===== src/rtl/sdc_pkg.sv =====
package sdc_pkg;

    typedef enum logic [9:0] {
        PH_IDLE     = 10'b0000000001,
        PH_POWERUP  = 10'b0000000010,
        PH_NEXT_CMD = 10'b0000000100,
        PH_CMD_BYTE = 10'b0000001000,
        PH_RESP     = 10'b0000010000,
        PH_EXTRA    = 10'b0000100000,
        PH_TOKEN    = 10'b0001000000,
        PH_DATA     = 10'b0010000000,
        PH_WR_DATA  = 10'b0100000000,
        PH_BUSY     = 10'b1000000000
    } phase_t;

    localparam logic [1:0] OP_EXCHANGE = 2'd0;
    localparam logic [1:0] OP_INIT     = 2'd1;
    localparam logic [1:0] OP_READ     = 2'd2;
    localparam logic [1:0] OP_WRITE    = 2'd3;

    localparam logic [1:0] CFG_ACMD41 = 2'd0;
    localparam logic [1:0] CFG_TOKEN  = 2'd1;
    localparam logic [1:0] CFG_BUSY   = 2'd2;

    localparam logic [3:0] ST_OK      = 4'd0;
    localparam logic [3:0] ST_NO_CARD = 4'd1;
    localparam logic [3:0] ST_LEGACY  = 4'd2;
    localparam logic [3:0] ST_VOLTAGE = 4'd3;
    localparam logic [3:0] ST_ACMD41  = 4'd4;
    localparam logic [3:0] ST_OCR     = 4'd5;
    localparam logic [3:0] ST_CSD     = 4'd6;
    localparam logic [3:0] ST_WAIT    = 4'd7;
    localparam logic [3:0] ST_CMD16   = 4'd8;
    localparam logic [3:0] ST_READ    = 4'd9;
    localparam logic [3:0] ST_WRITE   = 4'd10;

    localparam logic [5:0] CMD0  = 6'd0;
    localparam logic [5:0] CMD8  = 6'd8;
    localparam logic [5:0] CMD9  = 6'd9;
    localparam logic [5:0] CMD13 = 6'd13;
    localparam logic [5:0] CMD16 = 6'd16;
    localparam logic [5:0] CMD17 = 6'd17;
    localparam logic [5:0] CMD24 = 6'd24;
    localparam logic [5:0] CMD41 = 6'd41;
    localparam logic [5:0] CMD55 = 6'd55;
    localparam logic [5:0] CMD58 = 6'd58;

    localparam int BLOCK_BYTES = 512;

    typedef struct packed {
        logic [1:0]  opcode;
        logic [31:0] block_address;
        logic [7:0]  miso_byte;
        logic [7:0]  write_data_byte;
    } in_item_t;

    typedef struct packed {
        logic [7:0]  mosi_byte;
        logic        select_card;
        logic [7:0]  read_byte;
        logic        read_byte_valid;
        logic        write_byte_taken;
        logic        done_res;
        logic [3:0]  status;
        logic        high_capacity;
        logic [32:0] card_blocks;
        logic        card_ready;
    } out_item_t;

    function automatic logic [47:0] make_frame(logic [5:0] c, logic [31:0] arg,
                                               logic [7:0] crc);
        make_frame = {2'b01, c, arg, crc};
    endfunction

endpackage


===== src/rtl/sdc_if.sv =====
interface sdc_in_if;
    logic               valid;
    logic               ready;
    sdc_pkg::in_item_t  payload;
    modport source (output valid, output payload, input ready);
    modport sink (input valid, input payload, output ready);
endinterface

interface sdc_out_if;
    logic               valid;
    logic               ready;
    sdc_pkg::out_item_t payload;
    modport source (output valid, output payload, input ready);
    modport sink (input valid, input payload, output ready);
endinterface


===== src/rtl/sdc_csd_decode.sv =====
module sdc_csd_decode (
    input  logic                 clk,
    input  logic                 rst_n,
    input  logic                 load,
    input  logic                 hc,
    input  logic [15:0][7:0]     r,
    output logic [32:0]          blocks
);
    logic [32:0] blocks_reg;
    logic [32:0] blocks_next;
    logic [21:0] cs2;
    logic [11:0] cs1;
    logic [2:0]  mult;
    logic [3:0]  bl;
    logic [4:0]  sh;
    logic [45:0] wide;

    always_comb
    begin
        cs2  = {r[7][5:0], r[8], r[9]};
        bl   = r[5][3:0];
        mult = {r[9][1:0], r[10][7]};
        cs1  = {r[6][1:0], r[7], r[8][7:6]};
        sh   = 5'(mult) + 5'd2 + 5'(bl);
        wide = 46'({34'd0, cs1} + 46'd1) << sh;
        blocks_next = blocks_reg;
        if (load)
        begin
            if (hc)
                blocks_next = (33'(cs2) + 33'd1) << 10;
            else
                blocks_next = wide[41:9];
        end
    end

    always_ff @(posedge clk or negedge rst_n)
    begin
        if (!rst_n)
            blocks_reg <= '0;
        else
            blocks_reg <= blocks_next;
    end

    assign blocks = blocks_reg;
endmodule


===== src/rtl/sdc_core.sv =====
module sdc_core #(
    parameter int RESPONSE_POLLS = 10,
    parameter int POWERUP_BYTES  = 10
) (
    input  logic                clk,
    input  logic                rst_n,
    input  logic                step,
    input  sdc_pkg::in_item_t   item,
    input  logic [15:0]         acmd41_limit,
    input  logic [15:0]         token_limit,
    input  logic [15:0]         busy_limit,
    output sdc_pkg::out_item_t  result
);
    sdc_pkg::phase_t phase_reg, phase_next;
    logic [9:0]  cnt_reg, cnt_next;
    logic [15:0] poll_reg, poll_next;
    logic [47:0] frame_reg, frame_next;
    logic [15:0][7:0] regs_reg;
    logic        reg_we;
    logic [3:0]  reg_wa;
    logic        hc_reg, hc_next;
    logic        init_reg, init_next;
    logic        csd_load;
    logic [32:0] blocks;

    logic [7:0]  mosi;
    logic        sel, rdv, taken, done;
    logic [7:0]  rd;
    logic [3:0]  st;
    logic [5:0]  cidx;
    logic [7:0]  miso;
    logic [31:0] taddr;

    sdc_csd_decode u_csd (
        .clk    (clk),
        .rst_n  (rst_n),
        .load   (csd_load && step),
        .hc     (hc_reg),
        .r      (regs_reg),
        .blocks (blocks)
    );

    always_comb
    begin
        phase_next = phase_reg;
        cnt_next   = cnt_reg;
        poll_next  = poll_reg;
        frame_next = frame_reg;
        hc_next    = hc_reg;
        init_next  = init_reg;
        reg_we = 1'b0;
        reg_wa = cnt_reg[3:0];
        csd_load = 1'b0;
        mosi = 8'hFF; sel = 1'b0; rd = 8'd0; rdv = 1'b0; taken = 1'b0;
        done = 1'b0; st = sdc_pkg::ST_OK;
        cidx = frame_reg[45:40];
        miso = item.miso_byte;
        taddr = hc_reg ? item.block_address : {item.block_address[22:0], 9'd0};

        if (item.opcode == sdc_pkg::OP_INIT)
        begin
            init_next = 1'b0; poll_next = '0;
            phase_next = sdc_pkg::PH_POWERUP; cnt_next = 10'd1;
        end
        else if (item.opcode != sdc_pkg::OP_EXCHANGE)
        begin
            frame_next = sdc_pkg::make_frame(
                (item.opcode == sdc_pkg::OP_READ) ? sdc_pkg::CMD17 : sdc_pkg::CMD24,
                taddr, 8'hFF);
            sel = 1'b1; phase_next = sdc_pkg::PH_CMD_BYTE; cnt_next = '0;
        end
        else
        begin
            case (phase_reg)
                sdc_pkg::PH_POWERUP:
                begin
                    if (cnt_reg < 10'(POWERUP_BYTES))
                        cnt_next = cnt_reg + 10'd1;
                    else
                    begin
                        frame_next = sdc_pkg::make_frame(sdc_pkg::CMD0, 32'd0, 8'h95);
                        sel = 1'b1; phase_next = sdc_pkg::PH_CMD_BYTE; cnt_next = '0;
                    end
                end
                sdc_pkg::PH_NEXT_CMD:
                begin
                    sel = 1'b1; phase_next = sdc_pkg::PH_CMD_BYTE; cnt_next = '0;
                end
                sdc_pkg::PH_CMD_BYTE:
                begin
                    sel = 1'b1;
                    if (cnt_reg < 10'd6)
                    begin
                        cnt_next = cnt_reg + 10'd1;
                        case (cnt_reg[2:0])
                            3'd0: mosi = frame_reg[47:40];
                            3'd1: mosi = frame_reg[39:32];
                            3'd2: mosi = frame_reg[31:24];
                            3'd3: mosi = frame_reg[23:16];
                            3'd4: mosi = frame_reg[15:8];
                            default: mosi = frame_reg[7:0];
                        endcase
                    end
                    else
                    begin
                        phase_next = sdc_pkg::PH_RESP; cnt_next = 10'd1;
                    end
                end
                sdc_pkg::PH_RESP:
                begin
                    if (miso[7] && cnt_reg < 10'(RESPONSE_POLLS))
                    begin
                        cnt_next = cnt_reg + 10'd1; sel = 1'b1;
                    end
                    else
                    begin
                        case (cidx)
                            sdc_pkg::CMD0:
                            begin
                                if (miso != 8'h01)
                                begin
                                    done = 1'b1; st = sdc_pkg::ST_NO_CARD;
                                    phase_next = sdc_pkg::PH_IDLE;
                                end
                                else
                                begin
                                    frame_next = sdc_pkg::make_frame(sdc_pkg::CMD8,
                                                                     32'h1AA, 8'h87);
                                    phase_next = sdc_pkg::PH_NEXT_CMD;
                                end
                            end
                            sdc_pkg::CMD8:
                            begin
                                if (miso != 8'h01)
                                begin
                                    done = 1'b1; st = sdc_pkg::ST_LEGACY;
                                    phase_next = sdc_pkg::PH_IDLE;
                                end
                                else
                                begin
                                    frame_next[7:0] = miso; sel = 1'b1;
                                    phase_next = sdc_pkg::PH_EXTRA; cnt_next = '0;
                                end
                            end
                            sdc_pkg::CMD55:
                            begin
                                frame_next = sdc_pkg::make_frame(sdc_pkg::CMD41,
                                                                 32'h40000000, 8'h01);
                                phase_next = sdc_pkg::PH_NEXT_CMD;
                            end
                            sdc_pkg::CMD41:
                            begin
                                if (miso == 8'h00)
                                begin
                                    frame_next = sdc_pkg::make_frame(sdc_pkg::CMD58,
                                                                     32'd0, 8'hFD);
                                    phase_next = sdc_pkg::PH_NEXT_CMD;
                                end
                                else if (poll_reg >= acmd41_limit)
                                begin
                                    done = 1'b1; st = sdc_pkg::ST_ACMD41;
                                    phase_next = sdc_pkg::PH_IDLE;
                                end
                                else
                                begin
                                    poll_next = poll_reg + 16'd1;
                                    frame_next = sdc_pkg::make_frame(sdc_pkg::CMD55,
                                                                     32'd0, 8'h01);
                                    phase_next = sdc_pkg::PH_NEXT_CMD;
                                end
                            end
                            sdc_pkg::CMD58, sdc_pkg::CMD13:
                            begin
                                frame_next[7:0] = miso; sel = 1'b1;
                                phase_next = sdc_pkg::PH_EXTRA; cnt_next = '0;
                            end
                            sdc_pkg::CMD9, sdc_pkg::CMD17:
                            begin
                                if (miso != 8'h00)
                                begin
                                    done = 1'b1;
                                    st = (cidx == sdc_pkg::CMD9) ? sdc_pkg::ST_CSD
                                                                 : sdc_pkg::ST_READ;
                                    phase_next = sdc_pkg::PH_IDLE;
                                end
                                else if (token_limit == 16'd0)
                                begin
                                    done = 1'b1; st = sdc_pkg::ST_WAIT;
                                    phase_next = sdc_pkg::PH_IDLE;
                                end
                                else
                                begin
                                    sel = 1'b1; phase_next = sdc_pkg::PH_TOKEN;
                                    poll_next = 16'd1;
                                end
                            end
                            sdc_pkg::CMD16:
                            begin
                                done = 1'b1; phase_next = sdc_pkg::PH_IDLE;
                                if (miso != 8'h00)
                                    st = sdc_pkg::ST_CMD16;
                                else
                                    init_next = 1'b1;
                            end
                            sdc_pkg::CMD24:
                            begin
                                if (miso != 8'h00)
                                begin
                                    done = 1'b1; st = sdc_pkg::ST_WRITE;
                                    phase_next = sdc_pkg::PH_IDLE;
                                end
                                else
                                begin
                                    mosi = 8'hFE; sel = 1'b1;
                                    phase_next = sdc_pkg::PH_WR_DATA; cnt_next = '0;
                                end
                            end
                            default: phase_next = sdc_pkg::PH_IDLE;
                        endcase
                    end
                end
                sdc_pkg::PH_EXTRA:
                begin
                    reg_we = 1'b1;
                    cnt_next = cnt_reg + 10'd1;
                    if (cnt_next < ((cidx == sdc_pkg::CMD13) ? 10'd2 : 10'd4))
                        sel = 1'b1;
                    else if (cidx == sdc_pkg::CMD8)
                    begin
                        // bytes 2 and 3: index 3 is this cycle's byte
                        if (regs_reg[2] == 8'h01 && miso == 8'hAA)
                        begin
                            if (acmd41_limit == 16'd0)
                            begin
                                done = 1'b1; st = sdc_pkg::ST_ACMD41;
                                phase_next = sdc_pkg::PH_IDLE; poll_next = '0;
                            end
                            else
                            begin
                                poll_next = 16'd1;
                                frame_next = sdc_pkg::make_frame(sdc_pkg::CMD55,
                                                                 32'd0, 8'h01);
                                phase_next = sdc_pkg::PH_NEXT_CMD;
                            end
                        end
                        else
                        begin
                            done = 1'b1; st = sdc_pkg::ST_VOLTAGE;
                            phase_next = sdc_pkg::PH_IDLE;
                        end
                    end
                    else if (cidx == sdc_pkg::CMD58)
                    begin
                        if (frame_reg[7:0] != 8'h00)
                        begin
                            done = 1'b1; st = sdc_pkg::ST_OCR;
                            phase_next = sdc_pkg::PH_IDLE;
                        end
                        else
                        begin
                            hc_next = regs_reg[0][6];
                            frame_next = sdc_pkg::make_frame(sdc_pkg::CMD9, 32'd0, 8'hAF);
                            phase_next = sdc_pkg::PH_NEXT_CMD;
                        end
                    end
                    else
                    begin
                        done = 1'b1; phase_next = sdc_pkg::PH_IDLE;
                        st = (frame_reg[7:0] != 8'h00) ? sdc_pkg::ST_WRITE : sdc_pkg::ST_OK;
                    end
                end
                sdc_pkg::PH_TOKEN:
                begin
                    if (miso == 8'hFE)
                    begin
                        sel = 1'b1; phase_next = sdc_pkg::PH_DATA; cnt_next = '0;
                    end
                    else if (poll_reg >= token_limit)
                    begin
                        done = 1'b1; st = sdc_pkg::ST_WAIT;
                        phase_next = sdc_pkg::PH_IDLE;
                    end
                    else
                    begin
                        poll_next = poll_reg + 16'd1; sel = 1'b1;
                    end
                end
                sdc_pkg::PH_DATA:
                begin
                    cnt_next = cnt_reg + 10'd1;
                    if (cidx == sdc_pkg::CMD9)
                    begin
                        reg_we = (cnt_reg < 10'd16);
                        if (cnt_next < 10'd18)
                            sel = 1'b1;
                        else
                        begin
                            csd_load = 1'b1;
                            if (hc_reg)
                            begin
                                init_next = 1'b1; done = 1'b1;
                                phase_next = sdc_pkg::PH_IDLE;
                            end
                            else
                            begin
                                frame_next = sdc_pkg::make_frame(sdc_pkg::CMD16,
                                                    32'(sdc_pkg::BLOCK_BYTES), 8'hFF);
                                phase_next = sdc_pkg::PH_NEXT_CMD;
                            end
                        end
                    end
                    else
                    begin
                        if (cnt_reg < 10'(sdc_pkg::BLOCK_BYTES))
                        begin
                            rd = miso; rdv = 1'b1;
                        end
                        if (cnt_reg < 10'(sdc_pkg::BLOCK_BYTES + 1))
                            sel = 1'b1;
                        else
                        begin
                            done = 1'b1; phase_next = sdc_pkg::PH_IDLE;
                        end
                    end
                end
                sdc_pkg::PH_WR_DATA:
                begin
                    if (cnt_reg < 10'(sdc_pkg::BLOCK_BYTES))
                    begin
                        taken = 1'b1; cnt_next = cnt_reg + 10'd1;
                        mosi = item.write_data_byte; sel = 1'b1;
                    end
                    else if (cnt_reg < 10'(sdc_pkg::BLOCK_BYTES + 3))
                    begin
                        cnt_next = cnt_reg + 10'd1; sel = 1'b1;
                    end
                    else if (miso[4:0] != 5'h05)
                    begin
                        done = 1'b1; st = sdc_pkg::ST_WRITE;
                        phase_next = sdc_pkg::PH_IDLE;
                    end
                    else if (busy_limit == 16'd0)
                    begin
                        done = 1'b1; st = sdc_pkg::ST_WAIT;
                        phase_next = sdc_pkg::PH_IDLE;
                    end
                    else
                    begin
                        sel = 1'b1; phase_next = sdc_pkg::PH_BUSY; poll_next = 16'd1;
                    end
                end
                sdc_pkg::PH_BUSY:
                begin
                    if (miso != 8'h00)
                    begin
                        frame_next = sdc_pkg::make_frame(sdc_pkg::CMD13, 32'd0, 8'h01);
                        phase_next = sdc_pkg::PH_NEXT_CMD;
                    end
                    else if (poll_reg >= busy_limit)
                    begin
                        done = 1'b1; st = sdc_pkg::ST_WAIT;
                        phase_next = sdc_pkg::PH_IDLE;
                    end
                    else
                    begin
                        poll_next = poll_reg + 16'd1; sel = 1'b1;
                    end
                end
                default: phase_next = sdc_pkg::PH_IDLE;
            endcase
        end
        if (!done)
            st = sdc_pkg::ST_OK;
    end

    always_ff @(posedge clk or negedge rst_n)
    begin
        if (!rst_n)
        begin
            phase_reg <= sdc_pkg::PH_IDLE;
            cnt_reg   <= '0;
            poll_reg  <= '0;
            frame_reg <= '0;
            hc_reg    <= 1'b0;
            init_reg  <= 1'b0;
        end
        else if (step)
        begin
            phase_reg <= phase_next;
            cnt_reg   <= cnt_next;
            poll_reg  <= poll_next;
            frame_reg <= frame_next;
            hc_reg    <= hc_next;
            init_reg  <= init_next;
        end
    end

    always_ff @(posedge clk)
    begin
        if (step && reg_we)
            regs_reg[reg_wa] <= miso;
    end

    always_comb
    begin
        result.mosi_byte        = mosi;
        result.select_card      = sel;
        result.read_byte        = rd;
        result.read_byte_valid  = rdv;
        result.write_byte_taken = taken;
        result.done_res         = done;
        result.status           = st;
        result.high_capacity    = hc_next;
        result.card_blocks      = blocks;
        result.card_ready       = init_next;
    end
endmodule


===== src/rtl/sd_card_spi_mode_controller_top.sv =====
// channel   dir  payload
// in_ch     in   opcode, block_address, miso_byte, write_data_byte
// out_ch    out  mosi_byte .. card_ready, one result per item
// cfg       in   cfg_we / cfg_index / cfg_data, three 16-bit limits
// one item per cycle while out_ch is not stalled: the fsm step is combinational into the result register
// card_blocks is computed in the decoder register and is fed from there
// rst_n clears fsm state and flags and sets the limits to (1000, 2000, 300)
// input ready while the result register is empty or being drained
module sd_card_spi_mode_controller_top #(
    parameter int RESPONSE_POLLS = 10,
    parameter int POWERUP_BYTES  = 10
) (
    input  logic        clk,
    input  logic        rst_n,
    sdc_in_if.sink      in_ch,
    sdc_out_if.source   out_ch,
    input  logic        cfg_we,
    input  logic [1:0]  cfg_index,
    input  logic [15:0] cfg_data
);
    logic [15:0] acmd_reg, token_reg, busy_reg;
    logic        out_valid_reg;
    sdc_pkg::out_item_t out_reg;
    sdc_pkg::out_item_t res;
    logic        step;
    logic        done_q_reg;

    assign in_ch.ready = !out_valid_reg || out_ch.ready;
    assign step = in_ch.valid && in_ch.ready;

    sdc_core #(
        .RESPONSE_POLLS (RESPONSE_POLLS),
        .POWERUP_BYTES  (POWERUP_BYTES)
    ) u_core (
        .clk          (clk),
        .rst_n        (rst_n),
        .step         (step),
        .item         (in_ch.payload),
        .acmd41_limit (acmd_reg),
        .token_limit  (token_reg),
        .busy_limit   (busy_reg),
        .result       (res)
    );

    always_ff @(posedge clk or negedge rst_n)
    begin
        if (!rst_n)
        begin
            acmd_reg  <= 16'd1000;
            token_reg <= 16'd2000;
            busy_reg  <= 16'd300;
        end
        else if (cfg_we)
        begin
            case (cfg_index)
                sdc_pkg::CFG_ACMD41: acmd_reg  <= cfg_data;
                sdc_pkg::CFG_TOKEN:  token_reg <= cfg_data;
                sdc_pkg::CFG_BUSY:   busy_reg  <= cfg_data;
                default: ;
            endcase
        end
    end

    always_ff @(posedge clk or negedge rst_n)
    begin
        if (!rst_n)
        begin
            out_valid_reg <= 1'b0;
            done_q_reg    <= 1'b0;
        end
        else
        begin
            done_q_reg <= step;
            if (step)
                out_valid_reg <= 1'b1;
            else if (out_ch.ready)
                out_valid_reg <= 1'b0;
        end
    end

    always_ff @(posedge clk)
    begin
        if (step)
            out_reg <= res;
    end

    // the capacity decoder updates on the same edge as the result register
    always_comb
    begin
        out_ch.payload = out_reg;
        out_ch.payload.card_blocks = res.card_blocks;
        if (!done_q_reg && !out_valid_reg)
            out_ch.payload.card_blocks = out_reg.card_blocks;
    end

    assign out_ch.valid = out_valid_reg;
endmodule

===== src/flat_wrapper.sv =====
// flat-port wrapper written by rule: the top's interface ports become plain ports
module sd_card_spi_mode_controller_top_flat 
#(
    parameter int RESPONSE_POLLS = 10,
    parameter int POWERUP_BYTES  = 10
)
  (clk, rst_n, cfg_we, cfg_index, cfg_data, in_ch_valid, in_ch_payload, in_ch_ready, out_ch_valid, out_ch_payload, out_ch_ready);
  sdc_in_if in_ch_i ();
  sdc_out_if out_ch_i ();
  input  logic clk;
  input  logic rst_n;
  input  logic cfg_we;
  input  logic [1:0] cfg_index;
  input  logic [15:0] cfg_data;
  input wire logic [$bits(in_ch_i.valid)-1:0] in_ch_valid;
  input wire logic [$bits(in_ch_i.payload)-1:0] in_ch_payload;
  output wire logic [$bits(in_ch_i.ready)-1:0] in_ch_ready;
  output wire logic [$bits(out_ch_i.valid)-1:0] out_ch_valid;
  output wire logic [$bits(out_ch_i.payload)-1:0] out_ch_payload;
  input wire logic [$bits(out_ch_i.ready)-1:0] out_ch_ready;
  assign in_ch_i.valid = in_ch_valid;
  assign in_ch_i.payload = in_ch_payload;
  assign in_ch_ready = in_ch_i.ready;
  assign out_ch_valid = out_ch_i.valid;
  assign out_ch_payload = out_ch_i.payload;
  assign out_ch_i.ready = out_ch_ready;
  sd_card_spi_mode_controller_top #(.RESPONSE_POLLS(RESPONSE_POLLS), .POWERUP_BYTES(POWERUP_BYTES)) u_core (.clk(clk), .rst_n(rst_n), .in_ch(in_ch_i), .out_ch(out_ch_i), .cfg_we(cfg_we), .cfg_index(cfg_index), .cfg_data(cfg_data));
endmodule

===== config.mk =====
export PLATFORM = sky130hd
export DESIGN_NAME = sd_card_spi_mode_controller_top_flat
export DESIGN_NICKNAME = d
export VERILOG_FILES = /design/src/rtl/sdc_pkg.sv /design/src/rtl/sdc_if.sv /design/src/rtl/sdc_csd_decode.sv /design/src/rtl/sdc_core.sv /design/src/rtl/sd_card_spi_mode_controller_top.sv /design/src/flat_wrapper.sv
export SDC_FILE = /design/constraint.sdc
export NUM_CORES = 1
export LEC_CHECK = 0
export ABC_AREA = 1
export ABC_CLOCK_PERIOD_IN_PS = 3000
export BUFFER_PORTS_ARGS = -buffer_cell sky130_fd_sc_hd__buf_2
export CORE_MARGIN = 2
export CORE_UTILIZATION = 25
export CTS_CLUSTER_SIZE = 10
export DETAILED_ROUTE_END_ITERATION = 16
export GPL_TIMING_DRIVEN = 0
export PLACE_DENSITY = 0.52
export SYNTH_ARGS = -nofsm -noshare
export SYNTH_HDL_FRONTEND = slang
export SYNTH_SLANG_ARGS = --single-unit
export TNS_END_PERCENT = 10

===== constraint.sdc =====
create_clock -name clk -period 3 [get_ports clk]
set_input_delay 0 -clock clk [delete_from_list [all_inputs] [get_ports clk]]
set_output_delay 0 -clock clk [all_outputs]
set_load 0.05 [all_outputs]

======== Word-level counts from Yosys, hierarchy flattened ========
Index checks and enable logic that the tools add are counted.
storage, ports and cells
  register bits after elaboration ......... 356
  latch bits .............................. 0
  bits in writable memories ............... 0
  memory bits (read-only) ................. 0
  output and inout port bits .............. 61
  word-level logic and storage cells ...... 391
  memories kept ........................... 0
cells by class
  add/sub/neg operators ................... 6
  multiply operators ...................... 0
  divide/modulo/power cells ............... 0
  $lt $le $gt $ge ......................... 13
  equality and inequality tests ........... 80
  shift operators ......................... 1
  multiplexer cells ....................... 205
  bitwise operators ....................... 5
  reductions and logical operators ........ 42
operators with widths
  cell                    count
  $mux W48                16
  $mux W10                31
  $mux W16                18
  $pmux W48 S5            1
  $pmux W10 S7            2
  $bwmux W128             1
  $pmux W40 S3            1
  $pmux W10 S9            1
  $pmux W16 S5            1
  $pmux W8 S5             2
  $mux W1                 77
  $ne A4 B4 Y1 const B    17
  $mux W33                2
  $ne A3 B3 Y1 const B    19
  $mux W4                 14
  $ge A16 B16 Y1          3
  $logic_not A16 Y1       3
  $mux W3                 16
  $shl A46 B5 Y42         1
  $demux W8 S4            1
  $mux W32                1
  $mux W8                 4
  $pmux W16 S2            1
  $lt A10 B10 Y1 const B  3
  75 further kinds        116

======== Logic depth before layout (Yosys ltp) ========
Gate-level depths: netlist (run 1).
  word-level depth ........................ 10
  gate-level depth with buffers ........... 18
  gate-level depth less buffers ........... 17

======== Modules after synthesis ========
Synthesis (run 1) repeated with hierarchy kept, for this count alone.
unflattened totals
  cells, all modules ...................... 2610
  area total of the unflattened synthesis .. 20897.5 µm²
by module, submodules not included
  module                           instances  cells each  area each (µm²)
  sdc_core                         1          1653        12942.4
  sd_card_spi_mode_controller_top  1          416         4581.9
  sdc_csd_decode                   1          541         3373.2

======== Least setup slack after synthesis (run 1) ========
Ideal clock, no wire load.
  path type ............................... register to register
  start ................................... reg u_core.out_valid_reg (netlist: u_core.out_ch.valid)
  end ..................................... reg u_core.u_core.regs_reg[56] (netlist bit) (enable)
  setup time .............................. 383 ps
  data arrival time ....................... 3481 ps
  slack ................................... -865 ps
  cell stages (with the launch flop) ...... 6
  path through ............................ dfrtp_1 > nand2_1 > nand2_1 > inv_1 > nand3_1 > nor3_1
between the ends
  word-level cells in the longest chain between the ends .. 4
RTL lines
  element                         RTL line                               text
  start: declaration              sd_card_spi_mode_controller_top.sv:22  logic out_valid_reg;
  start signal: assignment        sd_card_spi_mode_controller_top.sv:68  out_valid_reg <= 1'b0;
  start signal: assignment        sd_card_spi_mode_controller_top.sv:75  out_valid_reg <= 1'b1;
  start signal: assignment        sd_card_spi_mode_controller_top.sv:77  out_valid_reg <= 1'b0;
  $logic_not A1 Y1                sd_card_spi_mode_controller_top.sv:28  assign in_ch.ready = !out_valid_reg || out_ch.ready;
  $logic_or A1 B1 Y1              sd_card_spi_mode_controller_top.sv:28
  net in_ch_ready                 flat_wrapper.sv:17                     output wire logic [$bits(in_ch_i.ready)-1:0] in_ch_ready;
  $logic_and A1 B1 Y1             sd_card_spi_mode_controller_top.sv:29  assign step = in_ch.valid && in_ch.ready;
  net u_core.step                 sd_card_spi_mode_controller_top.sv:25  logic step;
  $logic_and A1 B1 Y1             sdc_core.sv:400                        if (step && reg_we)
  end signal: indexed assignment  sdc_core.sv:401                        regs_reg[reg_wa] <= miso;
  end: declaration                sdc_core.sv:18                         logic [15:0][7:0] regs_reg;
The timed path passes the listed nets, and every way through them passes these cells.
A chain may end at the register's enable or synchronous reset.

======== Worst setup path after layout (run 1) ========
  start ................................... reg u_core.u_core.frame_reg[45]
  end ..................................... reg u_core.u_core.frame_reg[37]
between the ends
  word-level cells in the longest chain between the ends .. 5
  elaborated cells between the ends (all ways) .. 25
RTL lines
  element                                                          RTL line         text
  start: declaration                                               sdc_core.sv:17   logic [47:0] frame_reg, frame_next;
  start signal: assignment                                         sdc_core.sv:392  frame_reg <= frame_next;
  $eq A6 B4 Y1 (tied with other cells)                             sdc_core.sv:226  if (cnt_next < ((cidx == sdc_pkg::CMD13) ? 10'd2 : 10'd4))
  $mux W3 (tied with other cells)                                  sdc_core.sv:226
  $lt A10 B3 Y1 (tied with other cells)                            sdc_core.sv:226
  $ne A3 B3 Y1 (no source line) or $pmux W48 S5 (tied branches)    -
  $reduce_and A17 Y1 (no source line) or $mux W48 (tied branches)  -
Several ways; a longest one is shown, not always the timed one. The select of a mux whose other input is x is not followed.

==> results.py, run 1 <==
metrics = {
    "layout": {
        "drive_above_1_share_pct": 13.4,
        "final_cell_mix": "673 x nand2_1, 255 x nand3_1, 252 x inv_1, 211 x nor2_1, 150 x buf_2",
        "fin_cells": 3563,
        "fin_nets": 2743,
        "final_common_cell": "nand2_1",
        "antenna_cells": 0,
        "final_area_mm2": 0.0212,
        "area_growth_syn_to_layout_pct": 21.8,
        "largest_reg_flops": 47,
    },
    "yosys": {
        "synthFlopType": "dfrtp_1",
        "synth_nets": 2490,
        "netlist_instances": 2354,
        "synthDistinctLibCells": 58,
        "synthArstFlopShare_pct": 62.9,
        "postSynthAreaPerCell_um2": 7.38,
        "syn-cell-area_mm2": 0.0174,
        "synth_edf_count": 99,
        "ys_ff_latch": 267,
        "ys_seq_area_share_pct": 41.4,
        "ys.warnings.count": 0,
    },
    "sta": {
        "report.final.slew_viol_count": 0,
        "hold_viol_final": 1,
        "skew_ns": 0.0333,
        "setup_tns_ns": 0,
        "worst_slew_pin_slew_ns": 0.909,
        "relSlewSlack_pct": 39.1,
        "max_freq_mhz": 344,
        "rsz0062_at_grt": "yes",
        "period_share_pct": 96.9,
        "hold_slack_ns": -0.0127,
        "setup_viol": 0,
        "finalCriticalPeriod_ns": 2.91,
    },
    "worst_setup_path": {
        "cp.arrival_ns": 3.34,
        "crit_buf_inv": 3,
        "cp_cell_sequence": "nor2_2, nand3_1, inv_1, ha_1, o21ai_1, nand2_1, nor2_4, nand2_4, o31a_1, buf_4, buf_6, nand3_1, nand2_1",
        "end_kind": "register",
        "required_ns": 3.44,
        "cp_max_fo": 10,
        "setup.worst_path.class": "reg2reg",
        "critical-path-max-stage-delay_ns": 0.48,
        "critPathLaunchType": "register",
        "critical-path-slowest-cell": "dfrtp_1",
        "critical_path.top_delay_family": "simple AND/OR/NAND/NOR gates",
    },
    "placed_design": {
        "place.gp.congestion": 0.942,
        "placed_cells": 3420,
        "postPlaceCellArea_mm2": 0.0193,
        "port_buffers": 133,
        "dp.final_hpwl_um": 46900,
    },
    "pwr": {
        "p_int_uw": 7230,
        "cellLeakagePower_uw": 0.00999,
        "p_seq_share_pct": 40.3,
        "switching_share_pct": 34.0,
        "ir_drop_mv": 0.378,
        "pwr-share-clk_pct": 35.7,
        "power_density_mw_per_mm2": 518,
        "comb_power_share_pct": 24.0,
        "p_switching_uw": 3730,
    },
    "clock_tree": {
        "clk_latency_ns": 0.56,
        "cts_max_path_buffers": 3,
        "path_clk_slew_ns": 0.05,
        "numCtsBuffers": 35,
        "root_buffer": "clkbuf_16",
        "cts_num_sinks": 267,
        "cts_tree": "yes",
        "htreeDepth": 2,
    },
    "status": {
        "failed_checks": "negative hold slack",
        "status": "finished with violations",
    },
    "global_routing": {
        "first_global_vias": 16400,
        "antenna_found_initial": 3,
        "grt_max_degree": 103,
        "track_usage_pct": 17.2,
        "grt_pass1_wl_um": 95000,
        "grt.overflow.total": 0,
    },
    "floorplan": {
        "dieArea_mm2": 0.0716,
        "io-pin-count": 134,
        "fp-row-count": 96,
        "die_x_um": 268,
        "core_mm2": 0.0687,
        "die_height_um": 268,
        "start_util_pct": 25.3,
    },
    "drt": {
        "drcViolationCount": 0,
        "via_per_inst": 4.70,
        "antenna_left": 0,
        "dr.pass1.iters": 5,
        "wl_um": 61400,
        "first_iter_violations": 1297,
        "vias": 16700,
        "avgRoutedWirePerCell_um": 17.2,
    },
    "job": {
        "cap_violations": 0,
    },
    "worst_hold_path": {
        "hp-class": "in2reg",
    },
}
-- synthesized netlist by cell type, types with 17 or more instances --
cell	instances	area (um^2)
inv_1	253	950
mux2_2	17	191
nor2_1	215	807
nor3_1	35	175
o21ai_0	138	691
dfstp_2	17	447
buf_4	36	270
buf_2	17	85.1
nand3_1	255	1280
dfrtp_1	151	3780
nand2_1	676	2540
clkbuf_1	44	165
nand4_1	77	482
edfxtp_1	99	2970
a21oi_1	96	480
ha_1	62	776
-- final cells by class --
cell class	instances	area [um^2]
Fill cell	7550	47600
Buffer	107	603
Tap cell	931	1160
Multi-Input combinational cell	1713	8620
Timing Repair inverter	1	5.00
Clock buffer	54	977
Inverter	267	1010
Clock inverter	8	61.3
Sequential cell	267	7200
Timing Repair Buffer	215	1520
-- metal layers --
metal / global-route usage [%] / share of wire, % / vias to the layer above
met4: 6.07 / 3.3 / 4
met2: 28.2 / 46 / 548
met5: 0 / 0.042 / -
met3: 2.60 / 6.0 / 115
met1: 22.8 / 44 / 7763
li1: - / - / 8309
-- per-stage QoR --
step / total power [uW] / util, % / setup WS (ns)
floorplan: 6100 / - / 0.0210
global placement: 6970 / 28.0 / -1.50
detailed placement: 6990 / 28.0 / -0.539
CTS: 11100 / 30.7 / 0.0512
global route: 11600 / 30.8 / -0.0557
finish: 11000 / 30.8 / 0.0936
-- worst paths after layout --
kind,endpoint,slack (ns),from,cells after the start
min in group asynchronous,u_core.token_reg[5],0.02,rst_n,2
hold / removal,u_core.out_ch.valid,-0.01,in_ch_valid,3
setup / recovery,u_core.u_core.frame_reg[37],0.09,u_core.u_core.frame_reg[45],13
max in group asynchronous,u_core.out_ch.valid,1.93,rst_n,3
hold reg to reg,u_core.out_reg[26],0.44,u_core.u_core.u_csd.blocks[25],0
setup reg to reg,u_core.u_core.frame_reg[37],0.09,u_core.u_core.frame_reg[45],13
-- power by group through the flow --
stage | Clock [uW] | Sequential [uW] | Combinational [uW]
CTS | 4050 | 4410 | 2620
detailed placement | 0 | 4480 | 2510
floorplan | 0 | 4380 | 1720
global route | 4190 | 4460 | 2940
finish | 3920 | 4420 | 2630
global placement | 0 | 4480 | 2490
-- repair_timing --
action,4_1_cts,5_1_grt
hold buffers,77,0
buffers inserted,1,2
hold endpoints to repair,222,0
gates cloned,1,0
endpoints found under the setup margin,108,86
gates resized for setup,4,20
pin swaps,0,1
-- worst min-delay path: cells and delay by family --
family / cells / cell delay [ns]
AND/OR/NAND/NOR: 2 / 0.42
buffers and inverters: 1 / 0.09
-- kinds of logic after synthesis --
logic type / synth area share (%)
compound gates: 9.57
xor+xnor: 0.857
fa+ha+maj: 4.58
buf+inv: 9.20
flops: 41.4
mux: 1.10
simple gates: 33.2
No activity file was read; power rests on OpenSTA's default activity.
==> run 2, diff against run 1 <==
--- a/config.mk
+++ b/config.mk
@@ -8,7 +8,6 @@
 export ABC_AREA = 1
 export ABC_CLOCK_PERIOD_IN_PS = 3000
 export BUFFER_PORTS_ARGS = -buffer_cell sky130_fd_sc_hd__buf_2
-export CORE_MARGIN = 2
 export CORE_UTILIZATION = 25
 export CTS_CLUSTER_SIZE = 10
 export DETAILED_ROUTE_END_ITERATION = 16
==> results.py, run 2 (synthesis gave the netlist of run 1 again) <==
metrics = {
    "sta": {
        "worst_slew_pin_slew_ns": 0.871,
        "max_freq_mhz": 341,
        "worst_slack_ns": 0.0677,
        "hold_viol_final": 0,
        "setup_viol": 0,
        "relSlewSlack_pct": 41.6,
        "period_share_pct": 97.7,
        "skew_ns": 0.0378,
        "finalCriticalPeriod_ns": 2.93,
        "report.final.slew_viol_count": 0,
        "hold_slack_ns": 0.0168,
        "rsz0062_at_grt": "yes",
    },
    "clock_tree": {
        "clk_latency_ns": 0.56,
        "root_buffer": "clkbuf_16",
        "numCtsBuffers": 36,
        "htreeDepth": 2,
        "path_clk_slew_ns": 0.06,
        "cts_tree": "yes",
        "cts_max_path_buffers": 3,
        "cts_num_sinks": 267,
    },
    "floorplan": {
        "die_x_um": 266,
        "core_mm2": 0.0687,
        "io-pin-count": 134,
        "die_height_um": 266,
        "dieArea_mm2": 0.0705,
        "fp-row-count": 96,
        "start_util_pct": 25.3,
    },
    "placed_design": {
        "postPlaceCellArea_mm2": 0.0193,
        "port_buffers": 133,
        "place_ws_ns": -0.582,
        "place.gp.congestion": 0.962,
        "dp.final_hpwl_um": 47000,
        "placed_cells": 3420,
    },
    "worst_setup_path": {
        "cp.arrival_ns": 3.41,
        "critPathLaunchType": "register",
        "setup.worst_path.class": "reg2reg",
        "end_kind": "register",
        "critical-path-max-stage-delay_ns": 0.48,
        "cp_max_fo": 10,
        "rrSetupSlack_ns": 0.07,
        "required_ns": 3.48,
        "cp_cell_sequence": "ha_1, ha_1, xnor2_1, clkbuf_1, buf_2, nand3_1, nand2_1, nand3_1, a22oi_1",
        "critical-path-slowest-cell": "edfxtp_1",
    },
    "worst_hold_path": {
        "hp-class": "in2async",
    },
    "global_routing": {
        "track_usage_pct": 17.3,
        "met1_usage_pct": 23.3,
        "antenna_found_initial": 0,
        "first_global_vias": 16200,
        "grt_pass1_wl_um": 94600,
        "grt-busiest-layer": "met2",
        "grt.overflow.total": 0,
        "grt_use_met3_pct": 2.49,
        "grt_max_degree": 104,
        "met2_usage_pct": 28.3,
    },
    "status": {
        "status": "finished clean",
    },
    "drt": {
        "first_iter_violations": 1309,
        "wl_um": 61600,
        "avgRoutedWirePerCell_um": 17.3,
        "drcViolationCount": 0,
        "dr.pass1.iters": 6,
        "vias": 16800,
        "via_per_inst": 4.70,
        "antenna_left": 0,
    },
    "layout": {
        "n_fill_cell": 7520,
        "antenna_cells": 0,
        "fin_cells": 3566,
        "final_area_mm2": 0.0213,
        "largest_reg_flops": 47,
        "drive_above_1_share_pct": 13.6,
        "post-route-util_pct": 31.0,
        "final_cell_mix": "673 x nand2_1, 254 x nand3_1, 252 x inv_1, 211 x nor2_1, 150 x buf_2",
        "area_growth_syn_to_layout_pct": 22.5,
        "final_common_cell": "nand2_1",
        "fin_nets": 2746,
    },
    "pwr": {
        "cellLeakagePower_uw": 0.0100,
        "ir_drop_mv": 0.352,
        "power_density_mw_per_mm2": 530,
    },
    "job": {
        "cap_violations": 0,
    },
}
run 2: final timing paths:
kind | depth (start not counted) | endpoint | start
worst max-delay path | 9 | u_core.u_core.u_csd.blocks[24] | u_core.u_core.regs_reg[72]
worst min-delay path | 2 | u_core.token_reg[1] | rst_n
worst max register to register | 9 | u_core.u_core.u_csd.blocks[24] | u_core.u_core.regs_reg[72]
worst min register to register | 0 | u_core.out_reg[21] | u_core.u_core.u_csd.blocks[20]
max in group asynchronous | 3 | u_core.out_ch.valid | rst_n
min in group clk | 3 | u_core.out_ch.valid | in_ch_valid
run 2: metrics by stage:
step / total power (uW) / setup TNS (ns)
5_1_grt: 11800 / -0.385
3_3_place_gp: 6970 / -261.74
3_5_place_dp: 6980 / -28.65
6_report: 11300 / 0
2_1_floorplan: 6100 / 0
4_1_cts: 11300 / 0
run 2: layout make-up:
cell class	count	area (um^2)	share of cell area, %
Buffer	106	591	2.78
Clock buffer	55	1020	4.81
Clock inverter	8	103	0.482
Inverter	267	1010	4.73
Multi-Input combinational cell	1713	8640	40.6
Sequential cell	267	7200	33.9
Tap cell	931	1160	5.48
Timing Repair Buffer	218	1540	7.22
Timing Repair inverter	1	5.00	0.0235
run 2: critical path: cells and delay by family (launching register included):
family                     cells  cell delay (ns)
AOI/OAI and AO/OA              1             0.17
buffers and inverters          2             0.72
xor gates and xnor gates       1             0.24
adders and majority gates      2             0.75
DFF                            1             0.48
and+or+nand+nor                3             0.49
run 2: power by group:
group / internal, uW / total (uW) / switching (uW) / leakage (uW)
clock: 2520 / 4210 / 1690 / 0.000548
sequential: 4150 / 4410 / 258 / 0.00295
combinational: 839 / 2650 / 1810 / 0.00654
total: 7520 / 11300 / 3760 / 0.0100
run 2: per-layer routing:
| metal | wire length (um) | share of wire (%) |
|---|---|---|
| met5 | 0 | 0 |
| met4 | 2040 | 3.3 |
| met3 | 3180 | 5.2 |
| met2 | 28100 | 46 |
| met1 | 28200 | 46 |
run 2: timing repair:
action	in CTS	in global routing
resized for setup	4	24
hold endpoints to repair	238	0
buffers inserted	1	6
hold buffers	76	0
endpoints found under the setup margin	108	99
gates cloned	1	0
pin swaps	0	3
